File: src/design/crpe_pkg.sv
// crpe_pkg: shared types and constants of the Catmull-Rom point evaluator
// used by crpe_ctrl, crpe_axis and catmull_rom_point_eval_2d_top
`timescale 1ns / 1ps
`default_nettype none
package crpe_pkg;

   localparam int COORD_BITS = 16;
   localparam int FRAC_BITS  = 12;
   localparam int COORD_FRAC = 4;
   localparam int CLAMP_SPAN = 5 << COORD_FRAC;
   localparam int NUM_STAGES = 6;

   // datapath widths
   localparam int W_P  = COORD_BITS + 2;
   localparam int W_A  = W_P + 1;
   localparam int W_C  = W_P + 4;
   localparam int W_M1 = W_C + FRAC_BITS + 1;
   localparam int W_M2 = W_M1 + FRAC_BITS + 1;
   localparam int W_M3 = W_M2 + FRAC_BITS + 1;
   localparam int R_SHIFT = 3 * FRAC_BITS + 1;
   localparam int W_R  = W_M3 - R_SHIFT;

   typedef struct packed {
      logic signed [COORD_BITS-1:0] x_before;
      logic signed [COORD_BITS-1:0] x_start;
      logic signed [COORD_BITS-1:0] x_end;
      logic signed [COORD_BITS-1:0] x_after;
      logic signed [COORD_BITS-1:0] y_before;
      logic signed [COORD_BITS-1:0] y_start;
      logic signed [COORD_BITS-1:0] y_end;
      logic signed [COORD_BITS-1:0] y_after;
      logic        [FRAC_BITS-1:0]  frac_t;
   } req_type;

   typedef struct packed {
      logic signed [COORD_BITS-1:0] x_out;
      logic signed [COORD_BITS-1:0] y_out;
      logic                         saturated;
   } rsp_type;

   typedef struct packed {
      logic [NUM_STAGES-1:0] en;
      logic [NUM_STAGES-1:0] vld;
   } ctrl_type;

endpackage
`default_nettype wire

File: src/design/crpe_ctrl.sv
// crpe_ctrl: per-stage valid bits and ready chain of the evaluator pipeline
// depends on crpe_pkg
`timescale 1ns / 1ps
`default_nettype none
module crpe_ctrl
   import crpe_pkg::*;
(
   input  wire logic     clock,
   input  wire logic     reset,
   input  wire logic     req_valid,
   output logic          req_ready,
   input  wire logic     rsp_ready,
   output ctrl_type      ctrl
);

   logic [NUM_STAGES-1:0] valid_ff;
   logic [NUM_STAGES-1:0] valid_in;
   logic [NUM_STAGES-1:0] ready;

   // a stage loads when it is empty or its content moves on
   always_comb begin
      ready[NUM_STAGES-1] = !valid_ff[NUM_STAGES-1] || rsp_ready;
      for (int i = NUM_STAGES - 2; i >= 0; i--) begin
         ready[i] = !valid_ff[i] || ready[i+1];
      end
      valid_in[0] = ready[0] ? req_valid : valid_ff[0];
      for (int i = 1; i < NUM_STAGES; i++) begin
         valid_in[i] = ready[i] ? valid_ff[i-1] : valid_ff[i];
      end
   end

   always_ff @(posedge clock) begin
      if (reset) begin
         valid_ff <= '0;
      end else begin
         valid_ff <= valid_in;
      end
   end

   assign req_ready = ready[0];
   assign ctrl.en   = ready;
   assign ctrl.vld  = valid_ff;

   // back-pressure reaches the input only when every stage is occupied
   a_full_when_blocked: assert property (@(posedge clock) disable iff (reset)
      !req_ready |-> (&valid_ff))
      else $error("input blocked with a bubble in the pipeline");

   a_reset_empty: assert property (@(posedge clock) disable iff (reset)
      $past(reset) |-> (valid_ff == '0))
      else $error("pipeline not empty after reset");

   a_out_held: assert property (@(posedge clock) disable iff (reset)
      valid_ff[NUM_STAGES-1] && !rsp_ready |=> valid_ff[NUM_STAGES-1])
      else $error("stalled result dropped");

   a_accept_enters: assert property (@(posedge clock) disable iff (reset)
      req_valid && req_ready |=> valid_ff[0])
      else $error("accepted request not in first stage");

endmodule
`default_nettype wire

File: config.mk
export PLATFORM = sky130hd
export DESIGN_NAME = crpe_ctrl
export DESIGN_NICKNAME = d
export VERILOG_FILES = /design/src/design/crpe_pkg.sv /design/src/design/crpe_ctrl.sv
export SDC_FILE = /design/constraint.sdc
export NUM_CORES = 1
export LEC_CHECK = 0
export BUFFER_PORTS_ARGS = -buffer_cell sky130_fd_sc_hd__buf_2
export CAP_MARGIN = 20
export CELL_PAD_IN_SITES_DETAIL_PLACEMENT = 1
export CELL_PAD_IN_SITES_GLOBAL_PLACEMENT = 2
export CORE_UTILIZATION = 18
export DETAILED_ROUTE_END_ITERATION = 12
export GPL_TIMING_DRIVEN = 0
export PLACE_DENSITY_LB_ADDON = 0.1
export SYNTH_ARGS = -nofsm -noshare
export SYNTH_HDL_FRONTEND = slang
export SYNTH_SLANG_ARGS = --single-unit
export TNS_END_PERCENT = 1
File: constraint.sdc
create_clock -name clock -period 2.34 [get_ports clock]
set_input_delay 0.702 -clock clock [delete_from_list [all_inputs] [get_ports clock]]
set_output_delay 0.702 -clock clock [all_outputs]
set_load 0.02 [all_outputs]
==> results_dict.tcl <==
set metrics [dict create \
    crit_fanout 5 \
    antenna_found_initial 0 \
    nets 53 \
    avgRoutedWirePerCell_um 9.98 \
    maxSlewHeadroom 0.831 \
    synthCells 27 \
    hold_violations 0 \
    die_h_um 38.1 \
    postRouteAntennaNets 0 \
    initial_core_util 0.202 \
    nFillCells 146 \
    fin_setup_tns_ps 0 \
    finalSetupViolCount 0 \
    rows 12 \
    vias_per_cell 3.95 \
    fin_crit_sh 0.975 \
    yosys_warnings 0 \
    drv_slew 0 \
    power.density_nw_per_um2 573 \
    drcViolationCount 0 \
    finClkSkew_ps 5.97 \
    rr_endpoint "valid_ff[0]" \
    clk_latency_ps 240 \
    r2r-start "valid_ff[4]" \
    overflow 0 \
    drt_pass1_iterations 2 \
    p_clk_frac 0.431 \
    synth_cell_types 11 \
    power.share.switching 0.214 \
    min_path_type "reg -> reg" \
    cp_slowest_cell "and4b_1" \
    most-common-layout-cells "buf_2 (16), dfxtp_1 (6), inv_1 (5), a21oi_1 (5)" \
    r2r_slack_ps 1330 \
    grt_start_max_net_pins 7 \
    layout_setup_ws_ps 58.2 \
    routabilityCongestion 0.614 \
    rr_worst_depth 4 \
    p_int_uw 168 \
    hold_buffers 0 \
    portBuffers 16 \
    hpwl_um 482 \
    switchingPower_uw 45.7 \
    cp.required_ps 1640 \
    top_regs "valid_ff: 6 flops" \
    crit_type "in -> out" \
    cts_buffers 3 \
    cts_root_buffer "clkbuf_4" \
    cp_data_arrival_time_ps 1580 \
    cts_tree "yes" \
    clockBufferDepth 2 \
    regMostFlops "valid_ff" \
    outcome "completed" \
    seqPwrFrac 0.507 \
    io-pin-count 17 \
    maxCapViolations 0 \
    cp-startpoint "rsp_ready" \
    die_w_um 38.1 \
    drive_gt1_frac 0.511 \
    p_comb_frac 0.062 \
    cp_cell_sequence "buf_2 > and4b_1 > buf_6 > nand4_4 > buf_4 > buf_2" \
    largest_reg_flops 6 \
    coreArea_um2 1160 \
    worst_pin_slew_ps 253 \
    grt_pass1_wl_um 890 \
    dieArea_um2 1450 \
    syn_to_final_growth_pct 59.9 \
    routed-via-count 241 \
    crit_path_start_kind "input port" \
    p_leak_uw 0.000177 \
    synth_nets 31 \
    min_path_cells 2 \
    vdd_drop_max_mv 0.258 \
    crit_end "ctrl[6]" \
    ys_seq_elements 6 \
    n_antenna_cell 0 \
    end_kind "output port" \
    htreeDepth 1 \
    synth_area_um2 234 \
    wl_um 609 \
    rsz0062_at_grt "no" \
    grt_pass1_vias 223 \
    fmax_ghz 0.438 \
    clkTransAtPathRegs_ps 40 \
    layout_commonest_cell "buf_2" \
    ys_seq_area_frac 0.513 \
    track_usage 0.0938 \
    critPathMostFrequentCell "buf_2" \
    cts.sinks 6 \
    period_needed_ps 2280 \
    dp_worst_setup_slack_ps 34.2 \
    cpPeakStageDelay_ps 250 \
    first_iter_violations 5 \
    synth_area_per_cell_um2 8.67 \
]
## critical path, delay by kind of cell
family | cells | cell delay [ps]
buffers and inverters | 4 | 530
AND/OR/NAND/NOR | 2 | 350
## metal layers
metal | wire [um] | global-route usage
met2 | 310 | 0.131
met3 | 24 | 0.0174
met1 | 266 | 0.121
met4 | 7 | 0.0804
met5 | 0 | 0
## synth_stat cells
| cell type | instances | area, um2 |
|---|---|---|
| and4b_1 | 1 | 10.0 |
| nor2_1 | 3 | 11.3 |
| or2_2 | 1 | 6.26 |
| nand4_2 | 1 | 12.5 |
| inv_1 | 5 | 18.8 |
| a21oi_1 | 5 | 25.0 |
| dfxtp_1 | 6 | 120 |
| nand2_1 | 1 | 3.75 |
| buf_4 | 2 | 15.0 |
| nand2b_1 | 1 | 6.26 |
| nand3_1 | 1 | 5.00 |
## cell families after synthesis
group	count (synthesis)	synth area share
AO/OA/AOI/OAI	5	0.107
buffers and inverters	7	0.144
flip-flops	6	0.513
AND/OR/NAND/NOR	9	0.235
## worst min-delay path by stage
stage,start,end,slack [ps]
2_1_floorplan,valid_ff[3],valid_ff[4],520
3_3_place_gp,valid_ff[3],valid_ff[4],450
3_5_place_dp,valid_ff[0],valid_ff[1],470
4_1_cts,valid_ff[0],valid_ff[1],480
5_1_grt,valid_ff[3],valid_ff[4],510
6_report,valid_ff[3],valid_ff[4],470
## power groups by stage
stage | Combinational [uW] | Clock, uW | Sequential [uW]
2_1_floorplan | 2.98 | 0 | 113
3_3_place_gp | 13.0 | 0 | 110
3_5_place_dp | 13.5 | 0 | 110
4_1_cts | 13.5 | 97.7 | 108
5_1_grt | 14.8 | 104 | 109
6_report | 13.2 | 92.3 | 109
## layout make-up
type,instances,area [um2],area share
buffer,2,18.8,0.0502
clock buffer,3,22.5,0.0602
inverter,5,18.8,0.0502
multi-input combinational,14,88.8,0.237
sequential,6,120,0.321
tap,14,17.5,0.0468
timing repair buffer,17,87.6,0.234
## stage by stage
stage                     instance area [um2]  hold slack (ps)  utilization  total power (uW)  cells
after global routing                      374              510        0.324               228     61
after CTS                                 354              476        0.306               219     60
after floorplan                           234              524            -               116     27
final                                     374              469        0.324               214     61
after detailed placement                  332              470        0.287               123     57
after global placement                    332              451        0.287               123     57
## repair_timing
item | 4_1_cts | 5_1_grt
setup buffers | 0 | 1
setup endpoints to repair | 0 | 1
resized for setup | 0 | 2
(Power assumes the default switching activity.)
