$ cat src/design/crpe_pkg.sv
// crpe_pkg: shared types and constants of the Catmull-Rom point evaluator
// used by crpe_ctrl, crpe_axis and catmull_rom_point_eval_2d_top
`timescale 1ns / 1ps
`default_nettype none
package crpe_pkg;

   localparam int COORD_BITS = 16;
   localparam int FRAC_BITS  = 12;
   localparam int COORD_FRAC = 4;
   localparam int CLAMP_SPAN = 5 << COORD_FRAC;
   localparam int NUM_STAGES = 6;

   // datapath widths
   localparam int W_P  = COORD_BITS + 2;
   localparam int W_A  = W_P + 1;
   localparam int W_C  = W_P + 4;
   localparam int W_M1 = W_C + FRAC_BITS + 1;
   localparam int W_M2 = W_M1 + FRAC_BITS + 1;
   localparam int W_M3 = W_M2 + FRAC_BITS + 1;
   localparam int R_SHIFT = 3 * FRAC_BITS + 1;
   localparam int W_R  = W_M3 - R_SHIFT;

   typedef struct packed {
      logic signed [COORD_BITS-1:0] x_before;
      logic signed [COORD_BITS-1:0] x_start;
      logic signed [COORD_BITS-1:0] x_end;
      logic signed [COORD_BITS-1:0] x_after;
      logic signed [COORD_BITS-1:0] y_before;
      logic signed [COORD_BITS-1:0] y_start;
      logic signed [COORD_BITS-1:0] y_end;
      logic signed [COORD_BITS-1:0] y_after;
      logic        [FRAC_BITS-1:0]  frac_t;
   } req_type;

   typedef struct packed {
      logic signed [COORD_BITS-1:0] x_out;
      logic signed [COORD_BITS-1:0] y_out;
      logic                         saturated;
   } rsp_type;

   typedef struct packed {
      logic [NUM_STAGES-1:0] en;
      logic [NUM_STAGES-1:0] vld;
   } ctrl_type;

endpackage
`default_nettype wire

$ cat src/design/crpe_axis.sv
// crpe_axis: six-stage datapath for one axis: clamp, basis sums, three
// multiply-accumulate steps in Horner form, round and saturate; uses crpe_pkg
`timescale 1ns / 1ps
`default_nettype none
module crpe_axis
   import crpe_pkg::*;
(
   input  wire logic                         clock,
   input  wire logic [NUM_STAGES-1:0]        en,
   input  wire logic signed [COORD_BITS-1:0] p0,
   input  wire logic signed [COORD_BITS-1:0] p1,
   input  wire logic signed [COORD_BITS-1:0] p2,
   input  wire logic signed [COORD_BITS-1:0] p3,
   input  wire logic        [FRAC_BITS-1:0]  frac_t,
   output logic signed [COORD_BITS-1:0]      coord_out,
   output logic                              clip_out
);

   localparam logic signed [W_P-1:0] SPAN = W_P'(CLAMP_SPAN);

   // stage 0: clamped control points
   logic signed [W_P-1:0] p0_ff, p1_ff, p2_ff, p3_ff;
   logic signed [W_P-1:0] p0_in, p3_in;
   logic signed [W_P-1:0] p0e, p1e, p2e, p3e;
   logic [FRAC_BITS-1:0]  t0_ff, t1_ff, t2_ff, t3_ff;

   // stage 1: basis coefficients
   logic signed [W_A-1:0] a_ff, b_ff, a_in, b_in;
   logic signed [W_C-1:0] c_ff, d_ff, c_in, d_in;

   // stages 2 to 4: Horner accumulation
   logic signed [W_A-1:0]  a2_ff, b2_ff, a3_ff;
   logic signed [W_M1-1:0] m1_ff, m1_in;
   logic signed [W_M2-1:0] m2_ff, m2_in;
   logic signed [W_M3-1:0] m3_ff, m3_in;

   // stage 5: rounded and saturated result
   logic signed [W_R-1:0]        r_val;
   logic                         clip_in;
   logic signed [COORD_BITS-1:0] coord_in;

   always_comb begin
      p0e = W_P'(p0);
      p1e = W_P'(p1);
      p2e = W_P'(p2);
      p3e = W_P'(p3);
      p0_in = p0e;
      if (p0e < p1e - SPAN) begin
         p0_in = p1e - SPAN;
      end else if (p0e > p1e + SPAN) begin
         p0_in = p1e + SPAN;
      end
      p3_in = p3e;
      if (p3e < p2e - SPAN) begin
         p3_in = p2e - SPAN;
      end else if (p3e > p2e + SPAN) begin
         p3_in = p2e + SPAN;
      end
   end

   // a carries the rounding half: 2*p1 + 1
   always_comb begin
      a_in = {p1_ff, 1'b1};
      b_in = W_A'(p2_ff) - W_A'(p0_ff);
      c_in = (W_C'(p0_ff) <<< 1) - (W_C'(p1_ff) <<< 2) - W_C'(p1_ff)
           + (W_C'(p2_ff) <<< 2) - W_C'(p3_ff);
      d_in = W_C'(p1_ff) + (W_C'(p1_ff) <<< 1) - W_C'(p2_ff) - (W_C'(p2_ff) <<< 1)
           + W_C'(p3_ff) - W_C'(p0_ff);
   end

   always_comb begin
      m1_in = W_M1'(d_ff) * W_M1'($signed({1'b0, t1_ff}))
            + (W_M1'(c_ff) <<< FRAC_BITS);
      m2_in = W_M2'(m1_ff) * W_M2'($signed({1'b0, t2_ff}))
            + (W_M2'(b2_ff) <<< (2 * FRAC_BITS));
      m3_in = W_M3'(m2_ff) * W_M3'($signed({1'b0, t3_ff}))
            + (W_M3'(a3_ff) <<< (3 * FRAC_BITS));
   end

   always_comb begin
      r_val   = W_R'(m3_ff >>> R_SHIFT);
      clip_in = !((&r_val[W_R-1:COORD_BITS-1]) || !(|r_val[W_R-1:COORD_BITS-1]));
      if (clip_in) begin
         coord_in = r_val[W_R-1] ? {1'b1, {(COORD_BITS-1){1'b0}}}
                                 : {1'b0, {(COORD_BITS-1){1'b1}}};
      end else begin
         coord_in = r_val[COORD_BITS-1:0];
      end
   end

   always_ff @(posedge clock) begin
      if (en[0]) begin
         p0_ff <= p0_in;
         p1_ff <= p1e;
         p2_ff <= p2e;
         p3_ff <= p3_in;
         t0_ff <= frac_t;
      end
      if (en[1]) begin
         a_ff  <= a_in;
         b_ff  <= b_in;
         c_ff  <= c_in;
         d_ff  <= d_in;
         t1_ff <= t0_ff;
      end
      if (en[2]) begin
         m1_ff <= m1_in;
         a2_ff <= a_ff;
         b2_ff <= b_ff;
         t2_ff <= t1_ff;
      end
      if (en[3]) begin
         m2_ff <= m2_in;
         a3_ff <= a2_ff;
         t3_ff <= t2_ff;
      end
      if (en[4]) begin
         m3_ff <= m3_in;
      end
      if (en[5]) begin
         coord_out <= coord_in;
         clip_out  <= clip_in;
      end
   end

endmodule
`default_nettype wire

$ cat config.mk
export PLATFORM = sky130hd
export DESIGN_NAME = crpe_axis
export DESIGN_NICKNAME = d
export VERILOG_FILES = /design/src/design/crpe_pkg.sv /design/src/design/crpe_axis.sv
export SDC_FILE = /design/constraint.sdc
export NUM_CORES = 2
export LEC_CHECK = 0
export BUFFER_PORTS_ARGS = -buffer_cell sky130_fd_sc_hd__buf_2
export CORE_ASPECT_RATIO = 1.5
export CORE_MARGIN = 3
export CORE_UTILIZATION = 50
export CTS_CLUSTER_DIAMETER = 120
export DETAILED_ROUTE_END_ITERATION = 8
export MAX_ROUTING_LAYER = met4
export PLACE_DENSITY_LB_ADDON = 0.25
export SLEW_MARGIN = 40
export SYNTH_ARGS = -nofsm -noshare
export SYNTH_HDL_FRONTEND = slang
export SYNTH_SLANG_ARGS = --single-unit
$ cat constraint.sdc
create_clock -name clock -period 9.2 [get_ports clock]
set_input_delay 0 -clock clock [delete_from_list [all_inputs] [get_ports clock]]
set_output_delay 0 -clock clock [all_outputs]
set_load 0.05 [all_outputs]
==> impl_metrics.env <==
export IMPL_min_path_cells=4
export IMPL_place_hpwl_um=134000
export IMPL_final_period_utilization=0.822
export IMPL_avgSynthCellArea_um2=10.1
export IMPL_grt_util_all_layers=0.268
export IMPL_min_period_ps=7560
export IMPL_drive_above_1_share=0.0423
export IMPL_vias=42200
export IMPL_slowest_stage="edfxtp_1"
export IMPL_drtAntennaViolNets=0
export IMPL_final_hold_viol_count=0
export IMPL_fin_tns_setup_ps=0
export IMPL_synth_seq_cells=368
export IMPL_hold_end="p0_ff[14]$_DFFE_PP_"
export IMPL_cts_max_level=2
export IMPL_cpMostUsedCell="fa_1"
export IMPL_syn_to_final_growth_pct=7.10
export IMPL_async_flop_share=0
export IMPL_dieWidth_um=295
export IMPL_antenna_found_initial=3
export IMPL_fp_dieH_um=440
export IMPL_cts_hold_buf=80
export IMPL_finalNetCount=8092
export IMPL_first_pass_iters=6
export IMPL_critical_path_top_delay_family="adder cells"
export IMPL_finClkSkew_ps=41.0
export IMPL_synth_cell_types=68
export IMPL_numClockSinks=368
export IMPL_cts_root_buf="clkbuf_16"
export IMPL_synth_flop_cell="edfxtp_1"
export IMPL_row_count=158
export IMPL_cp_required_ps=9560
export IMPL_syn_cell_area_um2=62800
export IMPL_yosys_warnings=0
export IMPL_hp_class="in2reg"
export IMPL_synthTopCellsByArea="fa_1, edfxtp_1, ha_1"
export IMPL_clk_pin_slew_ps=60
export IMPL_synth_area_leader_cell="fa_1"
export IMPL_clkLatencyLatePin_ps=620
export IMPL_slowest_delay_ps=700
export IMPL_rsz0062_at_grt="false"
export IMPL_grt_first_pass_wirelength_um=258000
export IMPL_rr_worst_depth=20
export IMPL_relSlewSlack=0.421
export IMPL_tightest_slew_ps=868
export IMPL_worstPathMaxFanout=34
export IMPL_grt_max_degree=69
export IMPL_crit_chain="buf_4 -> nand2_1 -> fa_1 -> fa_1 -> fa_1 -> inv_1 -> fa_1 -> fa_1 -> ha_1 -> ha_1 -> a21o_1 -> a211o_1 -> or4_1 -> nand3_1 -> a211oi_1 -> a2111oi_0 -> a21oi_1 -> a21o_1 -> a31oi_1 -> xnor2_1"
export IMPL_core_area_um2=124000
export IMPL_crit_type="reg2reg"
export IMPL_drcViolationCount=0
export IMPL_crit_buf_inv=2
export IMPL_utilization=0.542
export IMPL_synth_seq_area_share=0.176
export IMPL_syn_num_nets=8053
export IMPL_cts_tree="yes"
export IMPL_end_kind="flop"
export IMPL_yosysTopAreaCellShare=0.411
export IMPL_gp_congestion=0.925
export IMPL_ios=100
export IMPL_routedWlPerCell_um=20.5
export IMPL_status="completed"
export IMPL_drv_slew=0
export IMPL_portBuffers=99
export IMPL_vias_per_cell=5.37
export IMPL_drt_initial_drc_count=1983
export IMPL_setup_viol=0
export IMPL_postCtsSetupBuffers=0
export IMPL_worst_r2r_endpoint="m3_ff[53]$_DFFE_PP_"
export IMPL_wl_um=162000
export IMPL_max_cap_violations=0
export IMPL_syn_inst=6188
export IMPL_reg2reg_slack_ps=1640
export IMPL_grt_pass1_vias=47900
export IMPL_cts_buffers=42
export IMPL_start_kind="flop"
export IMPL_synth_edf_count=368
export IMPL_ctsResizeCount=0
export IMPL_cp_data_arrival_time_ps=7920
export IMPL_initial_utilization=0.506
export IMPL_clockBufferDepth=3
export IMPL_overflow=0
export IMPL_dieArea_um2=130000
export IMPL_fmax_ghz=0.132
export IMPL_hold_start="p0[14]"
export IMPL_r2r_start="t3_ff[7]$_DFFE_PP_"
worst max path at each step:
stage                                   from                   to  cells after the start
final                     t3_ff[7]$_DFFE_PP_  m3_ff[53]$_DFFE_PP_                     20
after global placement    t3_ff[8]$_DFFE_PP_  m3_ff[60]$_DFFE_PP_                     19
after global routing      t3_ff[1]$_DFFE_PP_  m3_ff[60]$_DFFE_PP_                     23
after detailed placement  m2_ff[7]$_DFFE_PP_  m3_ff[60]$_DFFE_PP_                     22
after floorplan           t1_ff[1]$_DFFE_PP_  m1_ff[33]$_DFFE_PP_                     24
after CTS                 m2_ff[7]$_DFFE_PP_  m3_ff[60]$_DFFE_PP_                     22
logic make-up after synthesis:
family | after synthesis | synth area share
xor gates and xnor gates | 198 | 0.0276
adders and majority gates | 1782 | 0.509
and+or+nand+nor | 1660 | 0.131
DFF | 368 | 0.176
muxes | 29 | 0.00484
AOI/OAI and AO/OA | 495 | 0.0523
buffers and inverters | 1656 | 0.0990
cells in the mapped netlist (16+ instances only):
master / number
and2_1: 606
ha_1: 493
nor2_1: 83
a21o_1: 95
inv_1: 1406
xor2_1: 75
and3_1: 29
mux2i_1: 18
o21bai_1: 16
o21a_1: 41
nor2b_1: 30
a211oi_1: 23
o21ai_0: 92
nor3_1: 25
edfxtp_1: 368
xnor2_1: 123
fa_1: 1289
nand2_1: 763
nand4_1: 18
nand3_1: 37
nand2b_1: 25
a21oi_1: 124
clkbuf_1: 245
a31oi_1: 16
flip-flops by register name (all words and copies together) (netlist names), 16 cells and up:
name       count
p0_ff         17
b2_ff         19
m3_ff         24
a_ff          16
d_ff          22
m2_ff         48
coord_out     16
a3_ff         16
p2_ff         16
p3_ff         17
a2_ff         16
p1_ff         16
m1_ff         35
c_ff          22
b_ff          19
metal layers:
metal	wire length (um)	share of wire	global-route usage
met4	12500	0.078	0.167
met5	0	0	-
met1	53500	0.33	0.259
met3	5060	0.031	0.0229
met2	90400	0.56	0.510
worst min-delay path, delay by kind of cell:
family | cells | cell delay (ps)
muxes | 1 | 60
buffers and inverters | 2 | 170
AOI/OAI and AO/OA | 1 | 260
cell type report:
class	count	area, um2
fill	11000	56900
multi-input combinational	4164	45500
sequential	368	11100
inverter	1406	5280
tap	1600	2000
timing repair buffer	245	1900
clock buffer	47	1070
clock inverter	29	405
antenna	4	10.0
placed cells by master, fill, tap and decap left out, types with 18 or more instances in the layout:
cell,count
a21oi_1,123
mux2i_1,18
o21ai_0,92
o21a_1,41
nand4_1,18
dlygate4sd3_1,80
and2_1,606
xnor2_1,123
buf_4,49
ha_1,493
nand2_1,763
xor2_1,75
nand3_1,37
clkbuf_16,42
nor2b_1,30
edfxtp_1,368
nor2_1,83
a21o_1,95
inv_1,1406
a211oi_1,23
and3_1,29
nand2b_1,25
nor3_1,25
buf_2,95
fa_1,1289
through the flow:
stage | worst slack, ps | hold slack, ps | instance area, um2 | instances
6_report | 1640 | 79.8 | 67300 | 7863
5_1_grt | 1330 | 63.1 | 67200 | 7862
4_1_cts | 1690 | 50.7 | 67200 | 7853
3_5_place_dp | 1680 | 178 | 64900 | 7697
3_3_place_gp | 1540 | 176 | 64700 | 7686
2_1_floorplan | 2560 | 98.9 | 62800 | 6188
Power is not shown: default switching activity piles up to over one toggle a cycle in this logic, so the estimate is an artifact.
